===== src/rtl/vsc_pkg.sv =====
`default_nettype none

package vsc_pkg;

    localparam int MAX_SEGMENTS_DEF = 16;
    localparam int SEGMENT_BITS_DEF = 31;

    localparam logic [7:0] CH_DOT  = 8'h2E;
    localparam logic [7:0] CH_ZERO = 8'h30;
    localparam logic [7:0] CH_NINE = 8'h39;

    localparam logic [1:0] ORD_EQUAL  = 2'b00;
    localparam logic [1:0] ORD_FIRST  = 2'b01;
    localparam logic [1:0] ORD_SECOND = 2'b11;

endpackage

`default_nettype wire


===== src/rtl/version_string_compare.sv =====
`default_nettype none

// Dotted version compare. Characters of the first version (mode 0) and then of
// the second (mode 1) arrive one beat at a time; the result beat (order 1, 0 or -1
// and the segment overflow flag) follows the last character of the second string.
// Each character is taken in an accept step and then processed in S_CHAR. The
// end of the first string adds a step (S_CLOSE) that writes the closing segment
// into the segment store. In the second string every segment end passes through S_SEG
// and S_CMP because the stored value comes through the registered read port of the single-port store.
// After the final character, the stored segments beyond those the second string
// covered are scanned through S_SCAN and S_SCHK (stopping once the order is decided);
// then S_SCAN ends the scan and S_OUT loads the output register. S_OUT
// repeats for as long as an earlier result still waits in the output
// register. The store needs no clearing after reset; a new input beat is taken
// while a result still waits in the output register.
module version_string_compare
    import vsc_pkg::*;
#(
    parameter int MAX_SEGMENTS = MAX_SEGMENTS_DEF,
    parameter int SEGMENT_BITS = SEGMENT_BITS_DEF
) (
    input  wire logic              i_clk,
    input  wire logic              i_rst_n,
    input  wire logic              i_in_valid,
    output logic                   o_in_ready,
    input  wire logic              i_mode,
    input  wire logic [7:0]        i_ch,
    input  wire logic              i_last,
    output logic                   o_out_valid,
    input  wire logic              i_out_ready,
    output logic signed [1:0]      o_order,
    output logic                   o_segment_overflow
);

    localparam int CNT_W = $clog2(MAX_SEGMENTS + 1);
    localparam int IDX_W = $clog2(MAX_SEGMENTS);
    localparam logic [CNT_W-1:0] CNT_MAX = CNT_W'(MAX_SEGMENTS);

    localparam logic [2:0] S_IDLE  = 3'd0;
    localparam logic [2:0] S_CHAR  = 3'd1;
    localparam logic [2:0] S_CLOSE = 3'd2;
    localparam logic [2:0] S_SEG   = 3'd3;
    localparam logic [2:0] S_CMP   = 3'd4;
    localparam logic [2:0] S_SCAN  = 3'd5;
    localparam logic [2:0] S_SCHK  = 3'd6;
    localparam logic [2:0] S_OUT   = 3'd7;

    logic [2:0]              r_state, n_state;
    logic                    r_mode, n_mode;
    logic [7:0]              r_ch, n_ch;
    logic                    r_last, n_last;
    logic [CNT_W-1:0]        r_count, n_count;
    logic [SEGMENT_BITS-1:0] r_accum, n_accum;
    logic [CNT_W-1:0]        r_sidx, n_sidx;
    logic [1:0]              r_order, n_order;
    logic                    r_ovf, n_ovf;
    logic                    r_done, n_done;
    logic [1:0]              r_ends, n_ends;
    logic                    r_out_valid, n_out_valid;
    logic [1:0]              r_out_order, n_out_order;
    logic                    r_out_ovf, n_out_ovf;

    logic [SEGMENT_BITS-1:0] r_mem [MAX_SEGMENTS];
    logic [SEGMENT_BITS-1:0] r_rd;

    logic                    w_accept;
    logic                    w_is_digit;
    logic                    w_is_dot;
    logic [7:0]              w_sub;
    logic [SEGMENT_BITS-1:0] w_acc_next;
    logic [SEGMENT_BITS-1:0] w_stored;
    logic                    w_mem_we;
    logic                    w_mem_re;
    logic                    w_scan_go;

    assign w_accept   = i_in_valid && o_in_ready;
    assign w_is_digit = r_ch inside {[CH_ZERO:CH_NINE]};
    assign w_is_dot   = (r_ch == CH_DOT);
    assign w_sub      = r_ch - CH_ZERO;
    assign w_stored   = (r_sidx < r_count) ? r_rd : '0;
    assign w_scan_go  = (r_sidx < r_count) && (r_order == ORD_EQUAL);

    vsc_accum #(
        .SEGMENT_BITS(SEGMENT_BITS)
    ) u_accum (
        .i_accum(r_accum),
        .i_digit(w_sub[3:0]),
        .o_accum(w_acc_next)
    );

    assign w_mem_we = (((r_state == S_CHAR) && !r_mode && w_is_dot) || (r_state == S_CLOSE))
                      && (r_count < CNT_MAX);
    assign w_mem_re = (r_state == S_SEG) || ((r_state == S_SCAN) && w_scan_go);

    always_ff @(posedge i_clk) begin
        if (w_mem_we) begin
            r_mem[r_count[IDX_W-1:0]] <= r_accum;
        end
        if (w_mem_re) begin
            r_rd <= r_mem[r_sidx[IDX_W-1:0]];
        end
    end

    always_comb begin
        n_state     = r_state;
        n_mode      = r_mode;
        n_ch        = r_ch;
        n_last      = r_last;
        n_count     = r_count;
        n_accum     = r_accum;
        n_sidx      = r_sidx;
        n_order     = r_order;
        n_ovf       = r_ovf;
        n_done      = r_done;
        n_ends      = r_ends;
        n_out_valid = r_out_valid && !i_out_ready;
        n_out_order = r_out_order;
        n_out_ovf   = r_out_ovf;

        case (r_state)
            S_IDLE: begin
                if (w_accept) begin
                    n_mode = i_mode;
                    n_ch   = i_ch;
                    n_last = i_last;
                    if (!i_mode && r_done) begin
                        n_count = '0;
                        n_accum = '0;
                        n_sidx  = '0;
                        n_order = ORD_EQUAL;
                        n_ovf   = 1'b0;
                        n_done  = 1'b0;
                    end
                    n_state = (i_mode && !r_done) ? S_CLOSE : S_CHAR;
                end
            end
            S_CHAR: begin
                if (w_is_digit) begin
                    n_accum = w_acc_next;
                end
                if (!r_mode) begin
                    if (w_is_dot) begin
                        if (r_count < CNT_MAX) begin
                            n_count = r_count + 1'b1;
                        end else begin
                            n_ovf = 1'b1;
                        end
                        n_accum = '0;
                    end
                    n_state = r_last ? S_CLOSE : S_IDLE;
                end else begin
                    n_ends  = {1'b0, w_is_dot} + {1'b0, r_last};
                    n_state = (w_is_dot || r_last) ? S_SEG : S_IDLE;
                end
            end
            S_CLOSE: begin
                if (r_count < CNT_MAX) begin
                    n_count = r_count + 1'b1;
                end else begin
                    n_ovf = 1'b1;
                end
                n_accum = '0;
                n_done  = 1'b1;
                n_sidx  = '0;
                n_order = ORD_EQUAL;
                n_state = r_mode ? S_CHAR : S_IDLE;
            end
            S_SEG: begin
                n_state = S_CMP;
            end
            S_CMP: begin
                if (r_order == ORD_EQUAL) begin
                    if (w_stored > r_accum) begin
                        n_order = ORD_FIRST;
                    end else if (w_stored < r_accum) begin
                        n_order = ORD_SECOND;
                    end
                end
                if (r_sidx < CNT_MAX) begin
                    n_sidx = r_sidx + 1'b1;
                end
                n_accum = '0;
                n_ends  = r_ends - 1'b1;
                if (r_ends == 2'd2) begin
                    n_state = S_SEG;
                end else begin
                    n_state = r_last ? S_SCAN : S_IDLE;
                end
            end
            S_SCAN: begin
                n_state = w_scan_go ? S_SCHK : S_OUT;
            end
            S_SCHK: begin
                if (r_rd != '0) begin
                    n_order = ORD_FIRST;
                end
                n_sidx  = r_sidx + 1'b1;
                n_state = S_SCAN;
            end
            S_OUT: begin
                if (!r_out_valid || i_out_ready) begin
                    n_out_valid = 1'b1;
                    n_out_order = r_order;
                    n_out_ovf   = r_ovf;
                    n_count     = '0;
                    n_accum     = '0;
                    n_sidx      = '0;
                    n_order     = ORD_EQUAL;
                    n_ovf       = 1'b0;
                    n_done      = 1'b0;
                    n_state     = S_IDLE;
                end
            end
            default: begin
                n_state = S_IDLE;
            end
        endcase
    end

    always_ff @(posedge i_clk) begin
        if (!i_rst_n) begin
            r_state     <= S_IDLE;
            r_count     <= '0;
            r_accum     <= '0;
            r_sidx      <= '0;
            r_order     <= ORD_EQUAL;
            r_ovf       <= 1'b0;
            r_done      <= 1'b0;
            r_out_valid <= 1'b0;
        end else begin
            r_state     <= n_state;
            r_count     <= n_count;
            r_accum     <= n_accum;
            r_sidx      <= n_sidx;
            r_order     <= n_order;
            r_ovf       <= n_ovf;
            r_done      <= n_done;
            r_out_valid <= n_out_valid;
        end
    end

    always_ff @(posedge i_clk) begin
        r_mode      <= n_mode;
        r_ch        <= n_ch;
        r_last      <= n_last;
        r_ends      <= n_ends;
        r_out_order <= n_out_order;
        r_out_ovf   <= n_out_ovf;
    end

    assign o_in_ready         = (r_state == S_IDLE);
    assign o_out_valid        = r_out_valid;
    assign o_order            = r_out_order;
    assign o_segment_overflow = r_out_ovf;

endmodule

`default_nettype wire


===== src/rtl/vsc_accum.sv =====
`default_nettype none

module vsc_accum
    import vsc_pkg::*;
#(
    parameter int SEGMENT_BITS = SEGMENT_BITS_DEF
) (
    input  wire logic [SEGMENT_BITS-1:0] i_accum,
    input  wire logic [3:0]              i_digit,
    output logic      [SEGMENT_BITS-1:0] o_accum
);

    logic [SEGMENT_BITS+3:0] w_wide;

    // Times ten is eight times plus two times; anything above the segment width saturates.
    assign w_wide = {1'b0, i_accum, 3'b000} + {3'b000, i_accum, 1'b0}
                  + {{SEGMENT_BITS{1'b0}}, i_digit};

    assign o_accum = (|w_wide[SEGMENT_BITS+3:SEGMENT_BITS]) ? {SEGMENT_BITS{1'b1}}
                                                            : w_wide[SEGMENT_BITS-1:0];

endmodule

`default_nettype wire


===== config.mk =====
export PLATFORM = sky130hd
export DESIGN_NAME = version_string_compare
export DESIGN_NICKNAME = d
export VERILOG_FILES = /design/src/rtl/vsc_pkg.sv /design/src/rtl/version_string_compare.sv /design/src/rtl/vsc_accum.sv
export SDC_FILE = /design/constraint.sdc
export NUM_CORES = 1
export LEC_CHECK = 0
export BUFFER_PORTS_ARGS = -buffer_cell sky130_fd_sc_hd__buf_2
export CORE_MARGIN = 1.5
export CORE_UTILIZATION = 65
export CTS_BUF_LIST = sky130_fd_sc_hd__clkbuf_8 sky130_fd_sc_hd__clkbuf_16
export DETAILED_ROUTE_END_ITERATION = 16
export PLACE_DENSITY = 0.79
export SYNTH_ARGS = -nofsm -noshare
export SYNTH_HDL_FRONTEND = slang
export SYNTH_SLANG_ARGS = --single-unit

===== constraint.sdc =====
create_clock -name i_clk -period 6.52 [get_ports i_clk]
set_clock_uncertainty 0.2 [all_clocks]
set_input_delay 0.326 -clock i_clk [delete_from_list [all_inputs] [get_ports i_clk]]
set_output_delay 0.326 -clock i_clk [all_outputs]
set_load 0.005 [all_outputs]

# Word-level counts from Yosys, hierarchy flattened
# Memories as Yosys holds them, arrays and structs flattened. A register that Yosys moved wholly into a read port is not among the register bits.
# Cells that the tools add are included.
[classes]
n_lt_le_gt_ge = 7
n_addsub = 7
n_bitwise = 0
div = 0
reduce_logical = 38
n_shift = 0
n_eq_ne = 19
muxes = 51
n_mul = 0
[op_table]
columns = ["operator", "count"]
rows = [
  ["$mux 31", 8],
  ["$pmux 31 s4", 1],
  ["$add 34x32->35", 1],
  ["$add 35x4->35", 1],
  ["$mux 5", 7],
  ["$gt 31x31->1", 1],
  ["$lt 31x31->1", 1],
  ["$reduce_bool 31->1", 1],
  ["$pmux 5 s5", 1],
  ["$mux 2", 12],
  ["$pmux 3 s8", 1],
  ["$pmux 5 s4", 1],
  ["$ne 2x2->1 const B", 7],
  ["$eq 3x3->1 const B", 4],
  ["$mux 1", 12],
  ["$mux 3", 4],
  ["$add 5x1->5 const B", 2],
  ["$logic_and 1x1->1", 10],
  ["$lt 5x5->1 const B", 2],
  ["$pmux 2 s5", 1],
  ["$eq 8x6->1 const B", 1],
  ["$ge 8x6->1 const B", 1],
  ["$le 8x6->1 const B", 1],
  ["$reduce_and 2->1", 4],
  ["other kinds (26)", 37],
]
[word_totals]
rom_bits = 0
inputBits = 14
mem_bits_rw = 496
n_memories = 1
elab_cells = 137
ff_bits = 64
output_inout_bits = 5
latch_bits = 0
[mem_list]
columns = ["name", "depth", "word_bits", "read_ports", "rd_ports_with_merged_regs", "wr", "line", "text"]
rows = [
  ["r_mem", 16, 31, 1, 1, 1, "version_string_compare.sv:63", "logic [SEGMENT_BITS-1:0] r_mem [MAX_SEGMENTS];"],
]

# Depth between registers and ports, before layout
[logic_depth]
word_depth = 8
mapped_depth = 19
depth_no_buf = 18

# Cells and area by module
# Synthesis repeated with hierarchy kept, for this count alone.
[hier_totals]
cells_unflattened = 1483
area_unflattened_um2 = 25901.1
[by_module_without_submodules]
columns = ["module", "cells_per_inst", "n_inst", "seq_area_each_um2", "area_per_inst_um2"]
rows = [
  ["version_string_compare", 1181, 1, 17256.6, 23553.8],
  ["vsc_accum", 302, 1, 0.0, 2347.3],
]

# Worst setup path after synthesis
# Ideal clock, no wire load.
[synth_timing]
path_type = "reg-to-reg"
start = "register r_ch[0]"
end = "memory r_mem[3][0] (netlist name), enable pin"
setup_ns = 0.458
stages_incl_launch_ff = 7
t_required_ns = 5.862
period_less_slack_ns = 4.441
n_path_buf = 0
arrival_time_ns = 3.783
path_slack_ns = 2.079
cell_sequence = "edfxtp_1 nor4bb_1 nand3_1 o31a_1 nor3_1 nand2_1 nor3_1"
[synth_between]
elab_chain_cells = 6
[synth_lines]
columns = ["element", "line", "text"]
rows = [
  ["from (decl)", "version_string_compare.sv:50", "logic [7:0] r_ch, n_ch;"],
  ["from (signal assigned)", "version_string_compare.sv:244", "r_ch <= n_ch;"],
  ["$eq 8x6->1", "version_string_compare.sv:78", "assign w_is_dot = (r_ch == CH_DOT);"],
  ["$logic_and 1x1->1", "version_string_compare.sv:91", "assign w_mem_we = (((r_state == S_CHAR) && !r_mode && w_is_dot) || (r_state == S_CLOSE))"],
  ["$logic_or 1x1->1", "version_string_compare.sv:91", ""],
  ["$logic_and 1x1->1", "version_string_compare.sv:92", "&& (r_count < CNT_MAX);"],
  ["$mux 1", "version_string_compare.sv:96", "if (w_mem_we) begin"],
  ["$mux 1 (implied by the code)", "version_string_compare.sv:97", "r_mem[r_count[IDX_W-1:0]] <= r_accum;"],
  ["to (decl)", "version_string_compare.sv:63", ""],
]
# No other way between the ends.

# Worst setup path in the final report
[layout_timing]
start = "register r_sidx[1]"
end = "register r_order[1]"
[layout_between]
elab_chain_cells = 6
word_cells_on_any_way = 9
cone_classes = "order compare: 3; eq/ne: 1; mux: 4; reduce/logical: 1"
[layout_lines]
columns = ["element", "line", "text"]
rows = [
  ["from (decl)", "version_string_compare.sv:54", "logic [CNT_W-1:0] r_sidx, n_sidx;"],
  ["from (signal assigned)", "version_string_compare.sv:234", "r_sidx <= n_sidx;"],
  ["$lt 5x5->1 *", "version_string_compare.sv:80", "assign w_stored = (r_sidx < r_count) ? r_rd : '0;"],
  ["$mux 31 *", "version_string_compare.sv:80", ""],
  ["$gt 31x31->1", "version_string_compare.sv:173", "if (w_stored > r_accum) begin"],
  ["$mux 2", "version_string_compare.sv:173", ""],
  ["$mux 2", "version_string_compare.sv:172", "if (r_order == ORD_EQUAL) begin"],
  ["$pmux 2 s5", "version_string_compare.sv:120", "case (r_state)"],
  ["to (signal assigned)", "version_string_compare.sv:235", "r_order <= n_order;"],
  ["to (decl)", "version_string_compare.sv:55", "logic [1:0] r_order, n_order;"],
]
# Mark *: on every way between the ends. The rest lies on a longest branch, timed or not. The select of a mux whose other input is x is not followed.
# A chain may end at the register's enable or synchronous reset.

==> impl_metrics.ini <==
[sta]
maxSlewViolCount = 0
rsz0062_at_grt = no
holdWs_ns = 0.232
setup-tns-final_ns = 0
setup_viol = 0
fmax_mhz = 205
relSlewSlack_pct = 33.3
finalHoldViolCount = 0
min_period_ns = 4.89
period_share_pct = 75.0
worst_pin_slew_ns = 1.00

[run_status]
status = complete, no violations

[yosys]
ys_ff_latch = 591
synth_edf_count = 542
ys_types = 73
ys.warnings.count = 0
synth.avg_cell_area_um2 = 17.4
yosys-top-cells-area = edfxtp_1 (63%), mux4_2 (14%), ha_1 (5.0%)
ys_seq_area_share_pct = 66.8
syn_area_um2 = 25800
async_reset_ff_share_pct = 0
syn-instance-count = 1485
syn-num-nets = 1605
ys.flop_type = edfxtp_1
synth_top_area_share_pct = 63.0
yosys.area.top_type = edfxtp_1

[global_routing]
antenna_found_initial = 0
gr-total-overflow = 0
grt_pass1_vias = 15000
gr-usage-all-layers_pct = 31.8
grt_pass1_wl_mm = 93.9
grt_max_degree = 110

[cts]
cts.sinks = 591
post_cts_buffers = 0
clock_path_buffers = 3
holdBufCountCts = 15
cts_resized = 0
clockRootBuffer = clkbuf_16
cts_buffers = 58
htreeDepth = 2
cts_tree = yes
clk_pin_slew_ns = 0.07
clock_latency_ns = 0.62

[critical_path]
cp_max_fo = 65
crit_type = reg -> reg
worst-r2r-cell-count = 18
cp-start-kind = register
r2r_end = r_order[1]
end_kind = register
rr_startpoint = r_sidx[1]
ff2ff_setup_slack_ns = 1.63
arrival_ns = 5.24
required_ns = 6.87

[die]
core-area_um2 = 38900
die_w_um = 202
dieArea_um2 = 41000
die_y_um = 202
start_util_pct = 66.4
std_cell_rows = 72
ios = 19

[routing]
avgViaCountPerCell = 6.97
dr.pass1.iters = 6
drt_iter0_drc = 1838
vias = 14700
drcViolationCount = 0
wl_mm = 63.0
wire_per_inst_um = 29.8
antenna_left = 0

[hold_path]
hold_start = i_ch[5]
holdPathEnd = r_ch[5]
min_path_cells = 2
hp-class = in -> reg

[pwr]
vdd_drop_max_uv = 300
total_leakage_power_nw = 9.64
powerDensity_nw_per_um2 = 296

[placement]
place_area_um2 = 26700
dp_hpwl_mm = 33.9
gp_congestion = 0.910
portBuffers = 18

[job]
drv_cap = 0

[layout]
drive_gt1_share_pct = 22.5
n_antenna_cell = 0
area_growth_pct = 11.5
post-route-cell-area_um2 = 28800
num-nets-final = 1668
-- per-layer routing --
layer,vias up,routed length [um],global-route usage [%]
met2,933,31000,51.7
met1,7481,24000,44.7
met5,-,0,0
met4,0,2030,11.0
li1,6145,-,-
met3,174,5960,4.82
-- state kept, by name (all words and copies together), names as in the netlist, 2 cells and up --
| register | flops |
|---|---|
| r_ends | 2 |
| r_sidx | 5 |
| r_accum | 31 |
| o_order | 2 |
| r_ch | 8 |
| r_state | 3 |
| r_mem | 496 |
| r_order | 2 |
| r_rd | 31 |
| r_count | 5 |
-- per-stage QoR --
stage | utilization [%] | std cells | setup WS [ns] | total power, mW
detailed placement | 68.7 | 1991 | 1.88 | 5.13
global route | 74.1 | 2115 | 1.41 | 8.75
global placement | 68.7 | 1991 | 2.03 | 5.09
floorplan | - | 1485 | 2.08 | 4.89
finish | 74.1 | 2115 | 1.63 | 8.53
CTS | 74.1 | 2115 | 1.75 | 8.53
-- cells by family (layout without fill, tap and decap cells) --
family / Yosys count / in the layout / share of synthesized area, %
AO/OA/AOI/OAI: 252 / 252 / 7.04
multiplexers: 159 / 159 / 13.7
buffers and inverters: 116 / 228 / 1.84
adder cells (fa/ha/maj): 106 / 106 / 5.19
AND/OR/NAND/NOR: 231 / 231 / 4.48
flip-flops: 591 / 591 / 66.8
XOR/XNOR: 30 / 30 / 1.02
-- cells in the final DEF (no fill, tap or decap), types with 9 or more instances in the layout --
cell type      count
a211oi_2          26
a21o_1            31
a21oi_1           54
and2_1            39
buf_2             18
buf_4             36
clkbuf_16         59
clkinv_1           9
dfxtp_1           45
dlygate4sd3_1     15
edfxtp_1         542
ha_1             104
inv_1             63
mux4_2           155
nand2_1           43
nand3_1           13
nand4_1           16
nor2_1            57
nor2_4            12
o21ai_0           66
xnor2_1           14
xor2_1            16
-- worst max path at each step --
| stage | startpoint | endpoint | slack (ns) | cells past startpoint |
|---|---|---|---|---|
| after CTS | r_sidx[1] | r_order[1] | 1.75 | 18 |
| after global routing | r_sidx[1] | r_order[1] | 1.41 | 18 |
| final | r_sidx[1] | r_order[1] | 1.63 | 18 |
| after detailed placement | r_sidx[1] | r_order[1] | 1.88 | 18 |
| after floorplan | r_ch[0] | r_mem[3][0] | 2.08 | 6 |
| after global placement | r_sidx[1] | r_order[1] | 2.03 | 18 |
-- final cells by class --
cell class / count / area, um2
multi-input combinational: 778 / 8240
timing repair buffer: 70 / 531
clock buffer: 65 / 1560
clock inverter: 44 / 402
tap: 518 / 648
fill: 2224 / 10100
sequential: 591 / 17300
inverter: 49 / 184
-- where the power goes --
group          internal [mW]  total (mW)  leakage (nW)  switching, mW
sequential              4.22        4.30          5.10         0.0824
clock                   1.99        3.42          1.00           1.43
combinational          0.305       0.812          3.54          0.507
total                   6.52        8.53          9.64           2.02
-- critical path, cell delays in order (launching register included) --
cell and delay, ns:
dfxtp_4 1.01, ha_1 0.39, o21ai_0 0.07, a21boi_0 0.10, o21ai_0 0.17, nand2b_1 0.11, a21oi_2 0.16, buf_4 0.34
and2_1 0.18, ha_1 0.24, a21o_1 0.17, a21o_1 0.18, a21oi_1 0.16, o21ai_0 0.11, a221oi_1 0.30, o21ai_0 0.21
a2111oi_0 0.51, a21oi_1 0.07, nor2b_1 0.14
-- synthesized netlist by cell type (4+ instances only) --
library cell  number
nand4_1           16
nor2_1            69
buf_1              8
a31oi_1            4
a21o_1            31
o21bai_1           5
o311ai_0           4
nor3_1            11
nor4_1             8
a211oi_2          26
buf_2             10
a211oi_1           6
nand2b_1           4
nor2b_1            8
nand3_1           13
xnor2_1           14
nand2_1           43
edfxtp_1         542
o21a_1             5
dfxtp_1           49
a21boi_0           6
clkbuf_1          44
inv_1             49
and2_1            40
o21ai_0           66
ha_1             104
a21oi_1           56
mux4_2           155
xor2_1            16
No activity file was read; power rests on OpenSTA's default activity.
